## config.mk

```make
export PLATFORM = sky130hd
export DESIGN_NAME = mpe_mul
export DESIGN_NICKNAME = d
export VERILOG_FILES = /design/src/hw/rtl/mandelbrot_pixel_engine_unit_defines.svh /design/src/hw/rtl/mpe_pkg.sv /design/src/hw/rtl/mpe_mul.sv
export SDC_FILE = /design/constraint.sdc
export NUM_CORES = 2
export LEC_CHECK = 0
export ABC_AREA = 1
export BUFFER_PORTS_ARGS = -buffer_cell sky130_fd_sc_hd__buf_4
export CAP_MARGIN = 5
export CORE_MARGIN = 2
export CORE_UTILIZATION = 63
export CTS_CLUSTER_SIZE = 20
export DETAILED_ROUTE_END_ITERATION = 10
export GPL_TIMING_DRIVEN = 1
export PLACE_DENSITY_LB_ADDON = 0.1
export SLEW_MARGIN = 20
export SYNTH_ARGS = -nofsm -noshare
export SYNTH_HDL_FRONTEND = slang
export SYNTH_SLANG_ARGS = --single-unit
```

## constraint.sdc

```tcl
create_clock -name i_clk -period 11.83 [get_ports i_clk]
set_input_delay 2.366 -clock i_clk [delete_from_list [all_inputs] [get_ports i_clk]]
set_output_delay 2.366 -clock i_clk [all_outputs]
set_load 0.01 [all_outputs]
```

## src/hw/rtl/mandelbrot_pixel_engine_unit_defines.svh

```systemverilog
// assertion macros for the mandelbrot pixel engine
// used by the rtl files that carry concurrent checks; no other dependencies
`ifndef MANDELBROT_PIXEL_ENGINE_UNIT_DEFINES_SVH
`define MANDELBROT_PIXEL_ENGINE_UNIT_DEFINES_SVH

// condition must hold in the same cycle
`define MPE_ASSERT_SAME(label, clk, rst_n, ante, cons) \
    label: assert property (@(posedge clk) disable iff (!rst_n) (ante) |-> (cons)) \
        else $error("same-cycle check failed");

// condition must hold in the following cycle
`define MPE_ASSERT_NEXT(label, clk, rst_n, ante, cons) \
    label: assert property (@(posedge clk) disable iff (!rst_n) (ante) |=> (cons)) \
        else $error("next-cycle check failed");

`endif

```

## src/hw/rtl/mpe_pkg.sv

```systemverilog
// shared widths, codes, payload types and helper functions of the pixel engine
// no dependencies
package mpe_pkg;

    localparam int CoordBits   = 12;
    localparam int FracBits    = 28;
    localparam int WordBits    = 32;
    localparam int MulBits     = WordBits + 1;
    localparam int ProdBits    = 2 * MulBits;
    // a square of a word shifted down by the fraction bits
    localparam int SqBits      = 2 * WordBits - 1 - FracBits;
    localparam int ModBits     = SqBits + 1;
    localparam int CmpBits     = (ModBits > FracBits + 3) ? ModBits : FracBits + 3;
    // magnitude of window span times a coordinate
    localparam int MapBits     = WordBits + CoordBits;
    localparam int LevelBits   = SqBits + 8;
    localparam int DivBits     = (MapBits > LevelBits) ? MapBits : LevelBits;
    localparam int DenBits     = ModBits;
    localparam int DivCntBits  = $clog2(DivBits + 1);
    localparam int CfgIdxBits  = 3;

    localparam logic [CmpBits-1:0]  Limit4    = CmpBits'(4) << FracBits;
    localparam logic [WordBits-1:0] WordMax   = {1'b0, {(WordBits-1){1'b1}}};
    localparam logic [WordBits-1:0] WordMin   = {1'b1, {(WordBits-1){1'b0}}};
    localparam logic [7:0]          BlueLevel = 8'd128;

    localparam logic [CfgIdxBits-1:0] CfgRealLeft   = 3'd0;
    localparam logic [CfgIdxBits-1:0] CfgRealRight  = 3'd1;
    localparam logic [CfgIdxBits-1:0] CfgImagTop    = 3'd2;
    localparam logic [CfgIdxBits-1:0] CfgImagBottom = 3'd3;
    localparam logic [CfgIdxBits-1:0] CfgWidth      = 3'd4;
    localparam logic [CfgIdxBits-1:0] CfgHeight     = 3'd5;
    localparam logic [CfgIdxBits-1:0] CfgIterLimit  = 3'd6;

    typedef struct packed {
        logic [CoordBits-1:0] column;
        logic [CoordBits-1:0] row;
    } t_pixel_in;

    typedef struct packed {
        logic [CoordBits-1:0] out_column;
        logic [CoordBits-1:0] out_row;
        logic [7:0]           red_level;
        logic [7:0]           green_level;
        logic [7:0]           blue_level;
    } t_pixel_out;

    typedef struct packed {
        logic                      en;
        logic signed [MulBits-1:0] a;
        logic signed [MulBits-1:0] b;
    } t_mul_req;

    typedef struct packed {
        logic               start;
        logic [DivBits-1:0] num;
        logic [DenBits-1:0] den;
    } t_div_req;

    typedef struct packed {
        logic               busy;
        logic               done;
        logic [DivBits-1:0] quot;
    } t_div_rsp;

    // clamp a wide signed value into one signed word
    function automatic logic signed [WordBits-1:0] sat_word(
        input logic signed [ProdBits-1:0] v
    );
        logic hi_zero;
        logic hi_one;
        hi_zero = ~|v[ProdBits-1:WordBits-1];
        hi_one  = &v[ProdBits-1:WordBits-1];
        if (hi_zero || hi_one) begin
            return v[WordBits-1:0];
        end else if (v[ProdBits-1]) begin
            return WordMin;
        end else begin
            return WordMax;
        end
    endfunction

    // 255 times a square, as a divider numerator
    function automatic logic [DivBits-1:0] level_num(input logic [SqBits-1:0] sq);
        logic [LevelBits-1:0] prod;
        prod = {sq, 8'd0} - LevelBits'(sq);
        return DivBits'(prod);
    endfunction

    function automatic logic [7:0] sat_level(input logic [DivBits-1:0] q);
        if (|q[DivBits-1:8]) begin
            return 8'hff;
        end else begin
            return q[7:0];
        end
    endfunction

endpackage

```

## src/hw/rtl/mpe_mul.sv

```systemverilog
// shared signed multiplier with a registered product
// depends on mpe_pkg
module mpe_mul (
    input  logic                               i_clk,
    input  mpe_pkg::t_mul_req                  i_req,
    output logic signed [mpe_pkg::ProdBits-1:0] o_prod
);
    import mpe_pkg::*;

    logic signed [ProdBits-1:0] r_prod;

    // product holds until the next issue
    always_ff @(posedge i_clk) begin
        if (i_req.en) begin
            r_prod <= ProdBits'($signed(i_req.a)) * ProdBits'($signed(i_req.b));
        end
    end

    assign o_prod = r_prod;

endmodule

```

==> results.json <==
{
  "antenna_left": 0,
  "start_util_pct": 63.8,
  "syn_to_final_growth_pct": 3.37,
  "grt_setup_unrepaired": "no",
  "holdCritPathClass": "in -> reg",
  "synth_fa_ha_area_share_pct": 58.5,
  "drtIter0Drc": 2786,
  "hold_viol": 0,
  "status": "finished clean",
  "root_buffer": "clkbuf_16",
  "syn_nets": 6973,
  "fmax_ghz": 0.106,
  "ctsHtreeMaxLevel": 3,
  "first_pass_iters": 6,
  "cpMostUsedCell": "fa_1",
  "postCtsSetupBuffers": 0,
  "period_needed_ns": 9.46,
  "drive_gt1_share_pct": 3.89,
  "grt_pass1_wl_um": 192000,
  "synth_area_sq_um": 43800,
  "nNetsFinal": 6856,
  "via_per_inst": 5.20,
  "cp_slowest_cell": "fa_1",
  "cts_hold_buf": 0,
  "regArea_sq_um": 1980,
  "tightestPinTransition_ns": 0.962,
  "wire_per_inst_um": 18.4,
  "std_cell_rows": 96,
  "antenna_cells": 0,
  "maxCapViolCount": 0,
  "ys_warn_count": 0,
  "start_kind": "primary input",
  "grt_busiest_layer": "met2",
  "synth_compound_area_share_pct": 1.36,
  "seq_area_frac_synth_pct": 4.52,
  "largest_register_ffs": 66,
  "cts_buffers": 9,
  "gr-total-overflow": 0,
  "synthXorXnorAreaFrac_pct": 0.819,
  "grt_max_degree": 67,
  "dieArea_sq_um": 71700,
  "cts_tree": "yes",
  "worstPathRequired_ns": 11.93,
  "yosys.area_share.simple_pct": 16.3,
  "cts.sinks": 66,
  "setup.worst_path.class": "in -> reg",
  "die_w_um": 268,
  "syn_inst": 5543,
  "cts_resized": 0,
  "gr-usage-met3_pct": 4.53,
  "port_buffers": 133,
  "gp_congestion": 1.01,
  "synth_top_family_by_area": "adder cells",
  "fin_cells": 6361,
  "worstPathArrival_ns": 9.56,
  "fin_setup_tns_ns": 0,
  "met2_usage_pct": 60.1,
  "totalWireLength_um": 117000,
  "grt_antenna_before_repair": 2,
  "slowest_delay_ns": 0.92,
  "post-route-period-util_pct": 79.9,
  "crit_path_end_kind": "flop",
  "coreArea_sq_um": 68700,
  "cp_cell_sequence": "buf_4 -> nand2_1 -> fa_1 -> fa_1 -> fa_1 -> inv_1 -> fa_1 -> fa_1 -> fa_1 -> fa_1 -> inv_1 -> fa_1 -> inv_1 -> ha_1 -> nand2_1 -> nor2_2 -> nand2_1 -> nor4_1 -> nand2_1 -> nand3_1 -> nand2_1",
  "synthMuxAreaShare_pct": 0,
  "numPlacedInstances": 6346,
  "relSlewSlack_pct": 35.8,
  "clkSlewWorstSetupHoldPaths_ns": 0.06,
  "finalSetupViolCount": 0,
  "met1_usage_pct": 45.1,
  "syn_area_per_cell_sq_um": 7.91,
  "grt_pass1_vias": 36100,
  "hpwlAfterDp_um": 96600,
  "maxSlewViolCount": 0,
  "grt_usage_pct": 34.9,
  "multi_input_area_sq_um": 33800,
  "cts.path.max_buffers": 2,
  "drcViolationCount": 0,
  "vias": 33100,
  "critical_path_peak_fanout": 33,
  "yosysUniqueCellTypes": 35,
  "fp.dieH_um": 268,
  "ioPinCount": 134,
  "ys_ff_latch": 66,
  "fillers": 6056
}
[final cells by class]
class / instances / share of cell area (%)
Inverter: 1895 / 15.7
Timing Repair Buffer: 135 / 2.24
Clock inverter: 6 / 0.130
Sequential cell: 66 / 4.37
Clock buffer: 9 / 0.497
Multi-Input combinational cell: 3319 / 74.5
Tap cell: 931 / 2.57
[worst max-delay path: cells and delay by family]
kind,cells,cell delay (ns)
buffers and inverters,4,0.88
and+or+nand+nor,8,1.28
adders and majority gates,9,5.02
[kinds of logic after synthesis]
logic type | count (synthesis)
buf+inv | 2158
simple gates | 1810
fa+ha+maj | 1362
compound gates | 106
flops | 66
xor+xnor | 41
[worst paths after layout]
kind          to  slack (ns)  startpoint  depth (start not counted)
max   o_prod[63]        2.37    i_req[9]                         21
min    o_prod[0]        2.62   i_req[33]                          3
[cells in the mapped netlist]
| library cell | number | area share, % |
|---|---|---|
| nand3b_1 | 3 | 0.051 |
| nor3_1 | 7 | 0.080 |
| nand3_1 | 70 | 0.80 |
| or2_2 | 5 | 0.071 |
| a21oi_1 | 61 | 0.70 |
| nor4_1 | 4 | 0.057 |
| xnor2_1 | 4 | 0.080 |
| buf_1 | 1 | 0.0086 |
| inv_1 | 1894 | 16 |
| a21oi_2 | 4 | 0.080 |
| nor2_1 | 131 | 1.1 |
| o21bai_1 | 14 | 0.24 |
| or2_1 | 1 | 0.014 |
| a21boi_0 | 1 | 0.017 |
| o21ai_1 | 3 | 0.034 |
| nand2_1 | 1517 | 13 |
| nor4_2 | 1 | 0.029 |
| a21o_1 | 2 | 0.034 |
| inv_2 | 1 | 0.0086 |
| nand3_2 | 8 | 0.18 |
| edfxtp_1 | 66 | 4.5 |
| and2_0 | 1 | 0.014 |
| nand2_2 | 17 | 0.24 |
| o21ai_2 | 1 | 0.020 |
| o21ai_0 | 19 | 0.22 |
| clkbuf_1 | 262 | 2.2 |
| and2_1 | 2 | 0.029 |
| fa_1 | 1145 | 52 |
| nand4_1 | 19 | 0.27 |
| ha_1 | 217 | 6.2 |
| nor3_2 | 1 | 0.023 |
| o21a_1 | 1 | 0.017 |
| nor2_2 | 20 | 0.29 |
| nor2_4 | 3 | 0.077 |
| xor2_1 | 37 | 0.74 |
[cells in the final DEF, fill, tap and decap left out, types with 5 or more instances in the layout]
cell type	instances
inv_1	1894
nand2_2	17
fa_1	1144
nand2_1	1517
ha_1	217
nor2_1	131
o21ai_0	19
nor3_1	7
xor2_1	37
nand3_1	70
nand4_1	19
clkbuf_16	9
buf_4	135
or2_2	5
o21bai_1	14
nand3_2	8
edfxtp_1	66
a21oi_1	61
nor2_2	20
[layer usage]
layer / part of all wire [%] / up-vias
li1: - / 14800
met1: 38 / 16500
met4: 4.9 / 2
met2: 49 / 1391
met5: 0.011 / -
met3: 7.4 / 336
[through the flow]
stage	hold slack (ns)	util [%]	setup WS, ns	instance area, sq um
2_1_floorplan	2.48	-	2.57	43800
3_3_place_gp	2.78	65.5	1.90	45000
3_5_place_dp	2.78	65.5	1.76	45000
4_1_cts	2.61	65.9	2.08	45300
5_1_grt	2.64	66.0	1.98	45300
6_report	2.62	66.0	2.37	45300
Power is not shown: default switching activity piles up to over one toggle a cycle in this logic, so the estimate is an artifact.
