## config.mk

```make
export PLATFORM = sky130hd
export DESIGN_NAME = mpe_div
export DESIGN_NICKNAME = d
export VERILOG_FILES = /design/src/hw/rtl/mandelbrot_pixel_engine_unit_defines.svh /design/src/hw/rtl/mpe_pkg.sv /design/src/hw/rtl/mpe_div.sv
export SDC_FILE = /design/constraint.sdc
export NUM_CORES = 1
export LEC_CHECK = 0
export BUFFER_PORTS_ARGS = -buffer_cell sky130_fd_sc_hd__buf_4
export CAP_MARGIN = 20
export CORE_MARGIN = 10
export CORE_UTILIZATION = 61
export DETAILED_ROUTE_END_ITERATION = 10
export PLACE_DENSITY = 0.86
export SETUP_SLACK_MARGIN = 0.3
export SYNTH_ARGS = -nofsm -noshare
export SYNTH_HDL_FRONTEND = slang
export SYNTH_SLANG_ARGS = --single-unit
```

## constraint.sdc

```tcl
create_clock -name i_clk -period 4.8 [get_ports i_clk]
set_input_delay 0.24 -clock i_clk [delete_from_list [all_inputs] [get_ports i_clk]]
set_output_delay 0.24 -clock i_clk [all_outputs]
set_load 0.01 [all_outputs]
```

## src/hw/rtl/mandelbrot_pixel_engine_unit_defines.svh

```systemverilog
// assertion macros for the mandelbrot pixel engine
// used by the rtl files that carry concurrent checks; no other dependencies
`ifndef MANDELBROT_PIXEL_ENGINE_UNIT_DEFINES_SVH
`define MANDELBROT_PIXEL_ENGINE_UNIT_DEFINES_SVH

// condition must hold in the same cycle
`define MPE_ASSERT_SAME(label, clk, rst_n, ante, cons) \
    label: assert property (@(posedge clk) disable iff (!rst_n) (ante) |-> (cons)) \
        else $error("same-cycle check failed");

// condition must hold in the following cycle
`define MPE_ASSERT_NEXT(label, clk, rst_n, ante, cons) \
    label: assert property (@(posedge clk) disable iff (!rst_n) (ante) |=> (cons)) \
        else $error("next-cycle check failed");

`endif

```

## src/hw/rtl/mpe_pkg.sv

```systemverilog
// shared widths, codes, payload types and helper functions of the pixel engine
// no dependencies
package mpe_pkg;

    localparam int CoordBits   = 12;
    localparam int FracBits    = 28;
    localparam int WordBits    = 32;
    localparam int MulBits     = WordBits + 1;
    localparam int ProdBits    = 2 * MulBits;
    // a square of a word shifted down by the fraction bits
    localparam int SqBits      = 2 * WordBits - 1 - FracBits;
    localparam int ModBits     = SqBits + 1;
    localparam int CmpBits     = (ModBits > FracBits + 3) ? ModBits : FracBits + 3;
    // magnitude of window span times a coordinate
    localparam int MapBits     = WordBits + CoordBits;
    localparam int LevelBits   = SqBits + 8;
    localparam int DivBits     = (MapBits > LevelBits) ? MapBits : LevelBits;
    localparam int DenBits     = ModBits;
    localparam int DivCntBits  = $clog2(DivBits + 1);
    localparam int CfgIdxBits  = 3;

    localparam logic [CmpBits-1:0]  Limit4    = CmpBits'(4) << FracBits;
    localparam logic [WordBits-1:0] WordMax   = {1'b0, {(WordBits-1){1'b1}}};
    localparam logic [WordBits-1:0] WordMin   = {1'b1, {(WordBits-1){1'b0}}};
    localparam logic [7:0]          BlueLevel = 8'd128;

    localparam logic [CfgIdxBits-1:0] CfgRealLeft   = 3'd0;
    localparam logic [CfgIdxBits-1:0] CfgRealRight  = 3'd1;
    localparam logic [CfgIdxBits-1:0] CfgImagTop    = 3'd2;
    localparam logic [CfgIdxBits-1:0] CfgImagBottom = 3'd3;
    localparam logic [CfgIdxBits-1:0] CfgWidth      = 3'd4;
    localparam logic [CfgIdxBits-1:0] CfgHeight     = 3'd5;
    localparam logic [CfgIdxBits-1:0] CfgIterLimit  = 3'd6;

    typedef struct packed {
        logic [CoordBits-1:0] column;
        logic [CoordBits-1:0] row;
    } t_pixel_in;

    typedef struct packed {
        logic [CoordBits-1:0] out_column;
        logic [CoordBits-1:0] out_row;
        logic [7:0]           red_level;
        logic [7:0]           green_level;
        logic [7:0]           blue_level;
    } t_pixel_out;

    typedef struct packed {
        logic                      en;
        logic signed [MulBits-1:0] a;
        logic signed [MulBits-1:0] b;
    } t_mul_req;

    typedef struct packed {
        logic               start;
        logic [DivBits-1:0] num;
        logic [DenBits-1:0] den;
    } t_div_req;

    typedef struct packed {
        logic               busy;
        logic               done;
        logic [DivBits-1:0] quot;
    } t_div_rsp;

    // clamp a wide signed value into one signed word
    function automatic logic signed [WordBits-1:0] sat_word(
        input logic signed [ProdBits-1:0] v
    );
        logic hi_zero;
        logic hi_one;
        hi_zero = ~|v[ProdBits-1:WordBits-1];
        hi_one  = &v[ProdBits-1:WordBits-1];
        if (hi_zero || hi_one) begin
            return v[WordBits-1:0];
        end else if (v[ProdBits-1]) begin
            return WordMin;
        end else begin
            return WordMax;
        end
    endfunction

    // 255 times a square, as a divider numerator
    function automatic logic [DivBits-1:0] level_num(input logic [SqBits-1:0] sq);
        logic [LevelBits-1:0] prod;
        prod = {sq, 8'd0} - LevelBits'(sq);
        return DivBits'(prod);
    endfunction

    function automatic logic [7:0] sat_level(input logic [DivBits-1:0] q);
        if (|q[DivBits-1:8]) begin
            return 8'hff;
        end else begin
            return q[7:0];
        end
    endfunction

endpackage

```

## src/hw/rtl/mpe_div.sv

```systemverilog
// unsigned restoring divider, one quotient bit per cycle
// depends on mpe_pkg
module mpe_div (
    input  logic              i_clk,
    input  logic              i_rst_n,
    input  mpe_pkg::t_div_req i_req,
    output mpe_pkg::t_div_rsp o_rsp
);
    import mpe_pkg::*;

    logic [DivBits-1:0]    r_quot, n_quot;
    logic [DenBits-1:0]    r_rem, n_rem;
    logic [DenBits-1:0]    r_den;
    logic [DivCntBits-1:0] r_cnt, n_cnt;
    logic                  r_done, n_done;
    logic [DenBits:0]      rem_sh;
    logic [DenBits:0]      rem_sub;
    logic                  q_bit;

    always_comb begin
        rem_sh  = {r_rem, r_quot[DivBits-1]};
        rem_sub = rem_sh - {1'b0, r_den};
        q_bit   = ~rem_sub[DenBits];
        n_quot  = r_quot;
        n_rem   = r_rem;
        n_cnt   = r_cnt;
        n_done  = 1'b0;
        if (i_req.start) begin
            n_quot = i_req.num;
            n_rem  = '0;
            n_cnt  = DivCntBits'(DivBits);
        end else if (r_cnt != '0) begin
            n_rem  = q_bit ? rem_sub[DenBits-1:0] : rem_sh[DenBits-1:0];
            // dividend shifts out the top while quotient bits fill the bottom
            n_quot = {r_quot[DivBits-2:0], q_bit};
            n_cnt  = r_cnt - 1'b1;
            n_done = (r_cnt == DivCntBits'(1));
        end
    end

    always_ff @(posedge i_clk) begin
        if (!i_rst_n) begin
            r_cnt  <= '0;
            r_done <= 1'b0;
        end else begin
            r_cnt  <= n_cnt;
            r_done <= n_done;
        end
    end

    always_ff @(posedge i_clk) begin
        r_quot <= n_quot;
        r_rem  <= n_rem;
        if (i_req.start) begin
            r_den <= i_req.den;
        end
    end

    assign o_rsp.busy = (r_cnt != '0);
    assign o_rsp.done = r_done;
    assign o_rsp.quot = r_quot;

endmodule

```

==> tab_implementation.tex, run 1 <==
\begin{tabular}{lr}
\hline
Metric & Value \\
\hline
\multicolumn{2}{l}{\textbf{STA}} \\
\quad Setup TNS Final & 0 ns \\
\quad Setup repair after global routing missed its margin & no \\
\quad Final number of max-transition violations & 0 \\
\quad Worst rel slew slack & 0.259 \\
\quad Clock period minus final worst setup slack & 3.55 ns \\
\quad Final Cycle Share & 0.739 \\
\quad Final Skew & 0.0109 ns \\
\quad Worst Hold Margin & 0.0413 ns \\
\quad Hold Vio Cnt, Final & 0 \\
\quad Actual slew at the worst max-slew pin & 1.11 ns \\
\quad Setup Viol. Count Final & 0 \\
\quad Fmax & 282 MHz \\
\multicolumn{2}{l}{\textbf{GRT}} \\
\quad Maximum number of pins on one net before global-route repair & 73 \\
\quad Vias in the first global route & 6163 \\
\quad Overall routing resource usage & 0.226 \\
\quad Initial antenna violation count & 0 \\
\quad Global route total overflow & 0 \\
\quad First-pass GRT wire length & 29700 microns \\
\multicolumn{2}{l}{\textbf{Clock tree}} \\
\quad Buffer count from post-CTS setup fixing & 0 \\
\quad CTS HTree Levels & 4 \\
\quad Number of cells upsized or downsized after cts & 0 \\
\quad Number of clock buffers inserted by TritonCTS & 17 \\
\quad Maximum buffer depth of the clock tree & 2 \\
\quad Clock transition at the registers of the reported paths & 0.06 ns \\
\quad Clock root buffer & sky130\_fd\_sc\_hd\_\_clkbuf\_16 \\
\quad CTS tree & built \\
\quad Count of clock tree sinks & 123 \\
\quad Clk Latency, worst-skew pair & 0.43 ns \\
\quad Number of hold buffers added after cts & 36 \\
\multicolumn{2}{l}{\textbf{Route}} \\
\quad Drc violations & 0 \\
\quad Average vias per placed instance & 5.84 \\
\quad Drt first-iter violations & 489 \\
\quad Avg WL per Cell & 18.5 microns \\
\quad Number of nets with antenna violations after routing & 0 \\
\quad Vias after detailed routing & 5868 \\
\quad Total wire length & 18600 microns \\
\quad Initial DRT Pass Iterations & 6 \\
\multicolumn{2}{l}{\textbf{Worst hold path}} \\
\quad HP Start & i\_rst\_n \\
\quad HP Class & in -> reg \\
\multicolumn{2}{l}{\textbf{Yosys}} \\
\quad Most frequently used flop master after synthesis & sky130\_fd\_sc\_hd\_\_edfxtp\_1 \\
\quad Number of register bits inferred by synthesis & 123 \\
\quad Synth top area share & 0.341 \\
\quad Netlist area before placement & 0.00704 sq mm \\
\quad Synthesis warning total & 0 \\
\quad Unique masters post-synth & 57 \\
\quad Share of flip-flops with an asynchronous set or reset after synthesis & 0 \\
\quad Gate count after technology mapping & 691 \\
\quad Top area cells in the synthesized netlist & sky130\_fd\_sc\_hd\_\_edfxtp\_1 (34\%), sky130\_fd\_sc\_hd\_\_dfxtp\_1 (12\%), sky130\_fd\_sc\_hd\_\_ha\_1 (6.9\%) \\
\quad Post-synth top area cell & sky130\_fd\_sc\_hd\_\_edfxtp\_1 \\
\quad Post-Synthesis Net Count & 814 \\
\quad Seq/Total Area, Yosys & 0.464 \\
\quad Count of flip-flops with a built-in enable after synthesis & 80 \\
\quad Syn avg cell area & 10.2 sq um \\
\multicolumn{2}{l}{\textbf{Layout}} \\
\quad Fraction of final layout cells with drive strength greater than 1 & 0.267 \\
\quad Number of nets in the finished design & 971 \\
\quad Area Overhead vs Synth & 28.8\% \\
\multicolumn{2}{l}{\textbf{Setup path}} \\
\quad Critical path startpoint category & register \\
\quad Required time at the worst-slack endpoint & 5.13 ns \\
\quad Crit Path Max Fanout & 16 \\
\quad Kind of end point of the critical path & register \\
\quad Reg2Reg Launch Point & r\_quot[43]\$\_DFFE\_PP\_ \\
\quad Arrival time reported for the critical path endpoint & 3.87 ns \\
\quad Crit path launch & r\_quot[43]\$\_DFFE\_PP\_ \\
\quad Critical path class & reg -> reg \\
\multicolumn{2}{l}{\textbf{Power and ir drop}} \\
\quad Leakage power & 3.85 nW \\
\quad Power per cell area & 553 mW/mm\^{}2 \\
\quad Worst IR Drop VDD & 0.503 mV \\
\multicolumn{2}{l}{\textbf{Placed design}} \\
\quad Final RePlAce weighted congestion & 0.936 \\
\quad Sum of net half-perimeters after detailed placement & 12300 microns \\
\quad Number of buffers added on ports & 128 \\
\multicolumn{2}{l}{\textbf{Outcome}} \\
\quad Outcome & complete, no violations \\
\multicolumn{2}{l}{\textbf{Floorplanning}} \\
\quad Y dimension of the die & 127 microns \\
\quad Placement Rows & 39 \\
\quad Area of the core region & 0.0114 sq mm \\
\quad Initial Utilization & 0.619 \\
\quad Horizontal die dimension & 127 microns \\
\quad Die area & 0.0162 sq mm \\
\quad Ports & 129 \\
\multicolumn{2}{l}{\textbf{Flow run}} \\
\quad Max Cap Viol & 0 \\
\hline
\end{tabular}
[worst max-delay path, stage by stage, from the launching register on]
cell and delay, ns:
sky130_fd_sc_hd__edfxtp_1 0.42, sky130_fd_sc_hd__inv_1 0.08, sky130_fd_sc_hd__ha_1 0.18, sky130_fd_sc_hd__fa_1 0.20
sky130_fd_sc_hd__nand2b_1 0.19, sky130_fd_sc_hd__a21oi_1 0.11, sky130_fd_sc_hd__o311a_1 0.35, sky130_fd_sc_hd__nor3_4 0.22
sky130_fd_sc_hd__a21oi_2 0.10, sky130_fd_sc_hd__a211oi_4 0.42, sky130_fd_sc_hd__xor2_2 0.49, sky130_fd_sc_hd__buf_4 0.32
sky130_fd_sc_hd__nand2_1 0.10, sky130_fd_sc_hd__a311oi_2 0.25
[worst paths after layout]
path,slack (ns),depth (start not counted),end
setup / recovery,1.25,13,r_rem[19]$_SDFFE_PP0N_
hold / removal,0.04,2,r_cnt[2]$_SDFFE_PN0P_
setup reg to reg,1.25,13,r_rem[19]$_SDFFE_PP0N_
hold reg to reg,0.51,2,r_rem[25]$_SDFFE_PP0N_
[per-stage QoR]
stage / utilization / area, sq um / power [mW] / cells / worst slack, ns
after floorplan: - / 7040 / 3.07 / 691 / 1.89
after global routing: 0.797 / 9060 / 5.31 / 1004 / 1.03
after detailed placement: 0.712 / 8090 / 3.59 / 936 / 1.36
final: 0.797 / 9060 / 5.02 / 1005 / 1.25
after global placement: 0.712 / 8090 / 3.51 / 936 / 1.51
after CTS: 0.797 / 9060 / 4.98 / 1004 / 1.32
[cells in the final DEF, fill, tap and decap left out, types with 11 or more instances in the layout]
cell type and n:
sky130_fd_sc_hd__a211oi_1 11, sky130_fd_sc_hd__a21oi_1 47, sky130_fd_sc_hd__a311oi_2 14, sky130_fd_sc_hd__buf_4 134, sky130_fd_sc_hd__clkbuf_16 17, sky130_fd_sc_hd__dfxtp_1 43
sky130_fd_sc_hd__dlygate4sd3_1 36, sky130_fd_sc_hd__edfxtp_1 80, sky130_fd_sc_hd__ha_1 39, sky130_fd_sc_hd__inv_1 48, sky130_fd_sc_hd__mux2_2 43, sky130_fd_sc_hd__nand2_1 85
sky130_fd_sc_hd__nor2_1 53, sky130_fd_sc_hd__o21a_1 11, sky130_fd_sc_hd__o21ai_0 26, sky130_fd_sc_hd__xnor2_1 20, sky130_fd_sc_hd__xor2_1 11
[final cells by class]
cell class                      count  area [sq um]
Clock inverter                     12           173
Tap cell                          143           179
Multi-Input combinational cell    487          3460
Fill cell                         698          2310
Clock buffer                       20           437
Sequential cell                   123          3260
Timing Repair Buffer              170          1370
Inverter                           49           184
Antenna cell                        1          2.50
[cell families (layout without fill, tap and decap cells)]
family,after synthesis,count (layout),synth area share
flops,123,123,0.464
compound gates,162,162,0.169
simple gates,207,207,0.135
fa+ha+maj,40,40,0.0722
buf+inv,81,251,0.0468
other cells,0,1,0
xor+xnor,33,33,0.0421
mux,45,45,0.0717
[synthesized netlist by cell type, types with 9 or more instances]
library cell,instances
sky130_fd_sc_hd__nand2_1,86
sky130_fd_sc_hd__edfxtp_1,80
sky130_fd_sc_hd__nor2_1,53
sky130_fd_sc_hd__inv_1,49
sky130_fd_sc_hd__a21oi_1,47
sky130_fd_sc_hd__dfxtp_1,43
sky130_fd_sc_hd__mux2_2,43
sky130_fd_sc_hd__ha_1,39
sky130_fd_sc_hd__clkbuf_1,26
sky130_fd_sc_hd__o21ai_0,26
sky130_fd_sc_hd__xnor2_1,21
sky130_fd_sc_hd__a311oi_2,14
sky130_fd_sc_hd__a211oi_1,11
sky130_fd_sc_hd__o21a_1,11
sky130_fd_sc_hd__xor2_1,11
sky130_fd_sc_hd__nand4_1,9
sky130_fd_sc_hd__nor3_1,9
[sequential cells by signal, summed over array words and instances (netlist names)]
| signal | count |
|---|---|
| r_cnt | 6 |
| r_den | 36 |
| r_done | 1 |
| r_quot | 44 |
| r_rem | 36 |
[where the power goes]
part           internal [mW]  switching, mW
clock network          0.865          0.472
logic                  0.911           1.19
registers               1.39          0.184
total                   3.17           1.85
[metal layers]
metal / track usage / wire [microns] / up-vias
li1: - / - / 2831
met1: 0.238 / 7200 / 2792
met2: 0.396 / 9640 / 190
met3: 0.0687 / 1110 / 55
met4: 0.119 / 644 / 0
met5: 0 / 0 / -
Power figures use the tool's default switching activity.
==> inputs of run 2 (changes only) <==
--- a/config.mk
+++ b/config.mk
@@ -8,9 +8,9 @@
 export BUFFER_PORTS_ARGS = -buffer_cell sky130_fd_sc_hd__buf_4
 export CAP_MARGIN = 20
 export CORE_MARGIN = 10
-export CORE_UTILIZATION = 61
+export CORE_UTILIZATION = 56
 export DETAILED_ROUTE_END_ITERATION = 10
-export PLACE_DENSITY = 0.86
+export PLACE_DENSITY = 0.8
 export SETUP_SLACK_MARGIN = 0.3
 export SYNTH_ARGS = -nofsm -noshare
 export SYNTH_HDL_FRONTEND = slang
==> constraint.sdc (replaced) <==
create_clock -name i_clk -period 3.62 [get_ports i_clk]
set_input_delay 0.181 -clock i_clk [delete_from_list [all_inputs] [get_ports i_clk]]
set_output_delay 0.181 -clock i_clk [all_outputs]
set_load 0.01 [all_outputs]
==> tab_implementation.tex, run 2 (synthesis results as in run 1) <==
\begin{tabular}{lr}
\hline
Metric & Value \\
\hline
\multicolumn{2}{l}{\textbf{Setup path}} \\
\quad Arrival time reported for the critical path endpoint & 3.50 ns (-0.37 ns) \\
\quad CP max stage cell & sky130\_fd\_sc\_hd\_\_or3\_1 \\
\quad Required time at the worst-slack endpoint & 3.95 ns (-1.18 ns) \\
\quad Crit-path cells & inv\_1 > ha\_1 > and3\_1 > a221o\_1 > and2\_4 > nor3\_4 > a21oi\_2 > a211oi\_4 > xor2\_2 > buf\_6 > or3\_1 > a311oi\_2 \\
\quad Critical path class & reg -> reg \\
\quad Crit Path Max Fanout & 17 (+1) \\
\quad Slowest cell delay on critical path & 0.41 ns (-0.08 ns) \\
\quad Kind of end point of the critical path & register \\
\quad Critical path startpoint category & register \\
\multicolumn{2}{l}{\textbf{Placed design}} \\
\quad Number of buffers added on ports & 128 (unchanged) \\
\quad Sum of net half-perimeters after detailed placement & 12500 microns (+1.2\%) \\
\quad Cell Count Post-Placement & 963 (+2.9\%) \\
\quad Final RePlAce weighted congestion & 0.900 (-3.8\%) \\
\multicolumn{2}{l}{\textbf{Floorplanning}} \\
\quad Ports & 129 (unchanged) \\
\quad Y dimension of the die & 132 microns (+3.7\%) \\
\quad Initial Utilization & 0.579 (-0.0403) \\
\quad Die area & 0.0174 sq mm (+7.5\%) \\
\quad Placement Rows & 40 (+2.6\%) \\
\quad Horizontal die dimension & 132 microns (+3.7\%) \\
\quad Area of the core region & 0.0122 sq mm (+7.0\%) \\
\multicolumn{2}{l}{\textbf{Power and ir drop}} \\
\quad Final total power & 6.68 mW (+33\%) \\
\quad Leakage power & 3.90 nW (+1.2\%) \\
\quad Worst IR Drop VDD & 0.465 mV (-7.5\%) \\
\quad Power per cell area & 725 mW/mm\^{}2 (+31\%) \\
\multicolumn{2}{l}{\textbf{Route}} \\
\quad Drt first-iter violations & 548 (+12\%) \\
\quad Total wire length & 18300 microns (-1.4\%) \\
\quad Vias after detailed routing & 5942 (+1.3\%) \\
\quad Avg WL per Cell & 17.7 microns (-4.6\%) \\
\quad Initial DRT Pass Iterations & 6 (unchanged) \\
\quad Average vias per placed instance & 5.72 (-2.1\%) \\
\quad Drc violations & 0 (unchanged) \\
\quad Number of nets with antenna violations after routing & 0 (unchanged) \\
\multicolumn{2}{l}{\textbf{GRT}} \\
\quad First-pass GRT wire length & 30000 microns (+0.95\%) \\
\quad Maximum number of pins on one net before global-route repair & 68 (-6.8\%) \\
\quad Overall routing resource usage & 0.209 (-0.0164) \\
\quad Initial antenna violation count & 0 (unchanged) \\
\quad Global route total overflow & 0 (unchanged) \\
\quad Vias in the first global route & 6119 (-0.71\%) \\
\multicolumn{2}{l}{\textbf{Layout}} \\
\quad Commonest non-fill, non-tap cells in the layout & sky130\_fd\_sc\_hd\_\_buf\_4 (139), sky130\_fd\_sc\_hd\_\_nand2\_1 (85), sky130\_fd\_sc\_hd\_\_edfxtp\_1 (80), sky130\_fd\_sc\_hd\_\_nor2\_1 (53), sky130\_fd\_sc\_hd\_\_inv\_1 (48) \\
\quad Fraction of final layout cells with drive strength greater than 1 & 0.276 (+0.00841) \\
\quad Cell Count, Final, Fillers Out & 1039 (+3.4\%) \\
\quad Largest regs & r\_quot (44), r\_den (36), r\_rem (36) \\
\quad Number of inserted diodes & 0 (-1) \\
\quad Final Core Density & 0.758 (-0.0391) \\
\quad Max reg flops & 44 (unchanged) \\
\quad Area Overhead vs Synth & 31.0\% \\
\quad Most flops, register & r\_quot \\
\quad Number of nets in the finished design & 981 (+1.0\%) \\
\quad Most common library cell in the layout ignoring fill and taps & sky130\_fd\_sc\_hd\_\_buf\_4 \\
\multicolumn{2}{l}{\textbf{STA}} \\
\quad Clock period minus final worst setup slack & 3.18 ns (-0.369 ns) \\
\quad Setup Viol. Count Final & 0 (unchanged) \\
\quad Setup repair after global routing missed its margin & no \\
\quad Hold Vio Cnt, Final & 0 (unchanged) \\
\quad Final Cycle Share & 0.877 (+0.139) \\
\quad Final Skew & 0.0103 ns (-0.000596 ns) \\
\quad Worst rel slew slack & 0.428 (+0.169) \\
\quad Fmax & 315 MHz (+12\%) \\
\quad Final number of max-transition violations & 0 (unchanged) \\
\quad Actual slew at the worst max-slew pin & 0.857 ns (-0.252 ns) \\
\quad Setup TNS Final & 0 ns (unchanged) \\
\multicolumn{2}{l}{\textbf{Clock tree}} \\
\quad Clk Latency, worst-skew pair & 0.43 ns (about the same) \\
\quad Clock root buffer & sky130\_fd\_sc\_hd\_\_clkbuf\_16 \\
\quad Maximum buffer depth of the clock tree & 2 (unchanged) \\
\quad Number of clock buffers inserted by TritonCTS & 17 (unchanged) \\
\quad Count of clock tree sinks & 123 (unchanged) \\
\quad CTS HTree Levels & 4 (unchanged) \\
\quad Clock transition at the registers of the reported paths & 0.06 ns (about the same) \\
\quad CTS tree & built \\
\multicolumn{2}{l}{\textbf{Outcome}} \\
\quad Outcome & complete, no violations \\
\multicolumn{2}{l}{\textbf{Flow run}} \\
\quad Max Cap Viol & 0 (unchanged) \\
\multicolumn{2}{l}{\textbf{Worst hold path}} \\
\quad HP Class & in -> reg \\
\hline
\end{tabular}
-- run 2: final timing paths --
kind	cells after the start	slack (ns)	endpoint	from
worst max-delay path	12	0.44	r_rem[5]$_SDFFE_PP0N_	r_den[7]$_DFFE_PP_
worst min-delay path	3	0.05	r_quot[0]$_DFFE_PP_	i_req[36]
worst max register to register	12	0.44	r_rem[5]$_SDFFE_PP0N_	r_den[7]$_DFFE_PP_
worst min register to register	2	0.51	r_rem[4]$_SDFFE_PP0N_	r_rem[3]$_SDFFE_PP0N_
-- run 2: area by class of cell --
type                    count  area (sq um)
inverters                  49           184
multi-input cells         487          3480
flip-flops and latches    123          3260
well taps                 168           210
repair buffers            180          1490
fillers                   812          2940
clock buffers              22           454
clock inverters            10           143
-- run 2: metal layers --
| layer | routed length, microns | vias up | global-route usage | share of wire |
|---|---|---|---|---|
| met5 | 0 | - | 0 | 0 |
| met4 | 463 | 0 | 0.0791 | 0.025 |
| met3 | 1170 | 48 | 0.0686 | 0.064 |
| met2 | 9290 | 205 | 0.356 | 0.51 |
| met1 | 7420 | 2846 | 0.238 | 0.40 |
| li1 | - | 2843 | - | - |
-- run 2: timing repair --
| item | 4_1_cts | 5_1_grt |
|---|---|---|
| gates resized for setup | 0 | 6 |
| setup endpoints to repair | 6 | 28 |
| gates cloned | 0 | 0 |
| setup buffers | 1 | 4 |
| endpoints found under the hold margin | 37 | 0 |
| pin swaps | 0 | 2 |
| hold buffers | 37 | 0 |
-- run 2: worst max-delay path: cells and delay by family (launching register included) --
family	cells	cell delay, ns
compound gates	4	1.01
simple gates	4	1.05
fa+ha+maj	1	0.33
flops	1	0.32
xor+xnor	1	0.13
buf+inv	2	0.23
-- run 2: metrics by stage --
| stage | hold slack, ns | instance area, sq um | setup slack [ns] |
|---|---|---|---|
| 2_1_floorplan | 0.280 | 7040 | 0.709 |
| 3_3_place_gp | 0.359 | 8140 | 0.390 |
| 3_5_place_dp | 0.361 | 8140 | 0.316 |
| 4_1_cts | 0.0407 | 9110 | 0.272 |
| 5_1_grt | 0.0437 | 9220 | 0.314 |
| 6_report | 0.0503 | 9220 | 0.444 |
-- run 2: power by group --
group          total, mW  switching (mW)  leakage (nW)  internal, mW
logic               2.88            1.61          2.45          1.27
registers           2.08           0.233          1.17          1.85
clock network       1.72           0.624         0.279          1.10
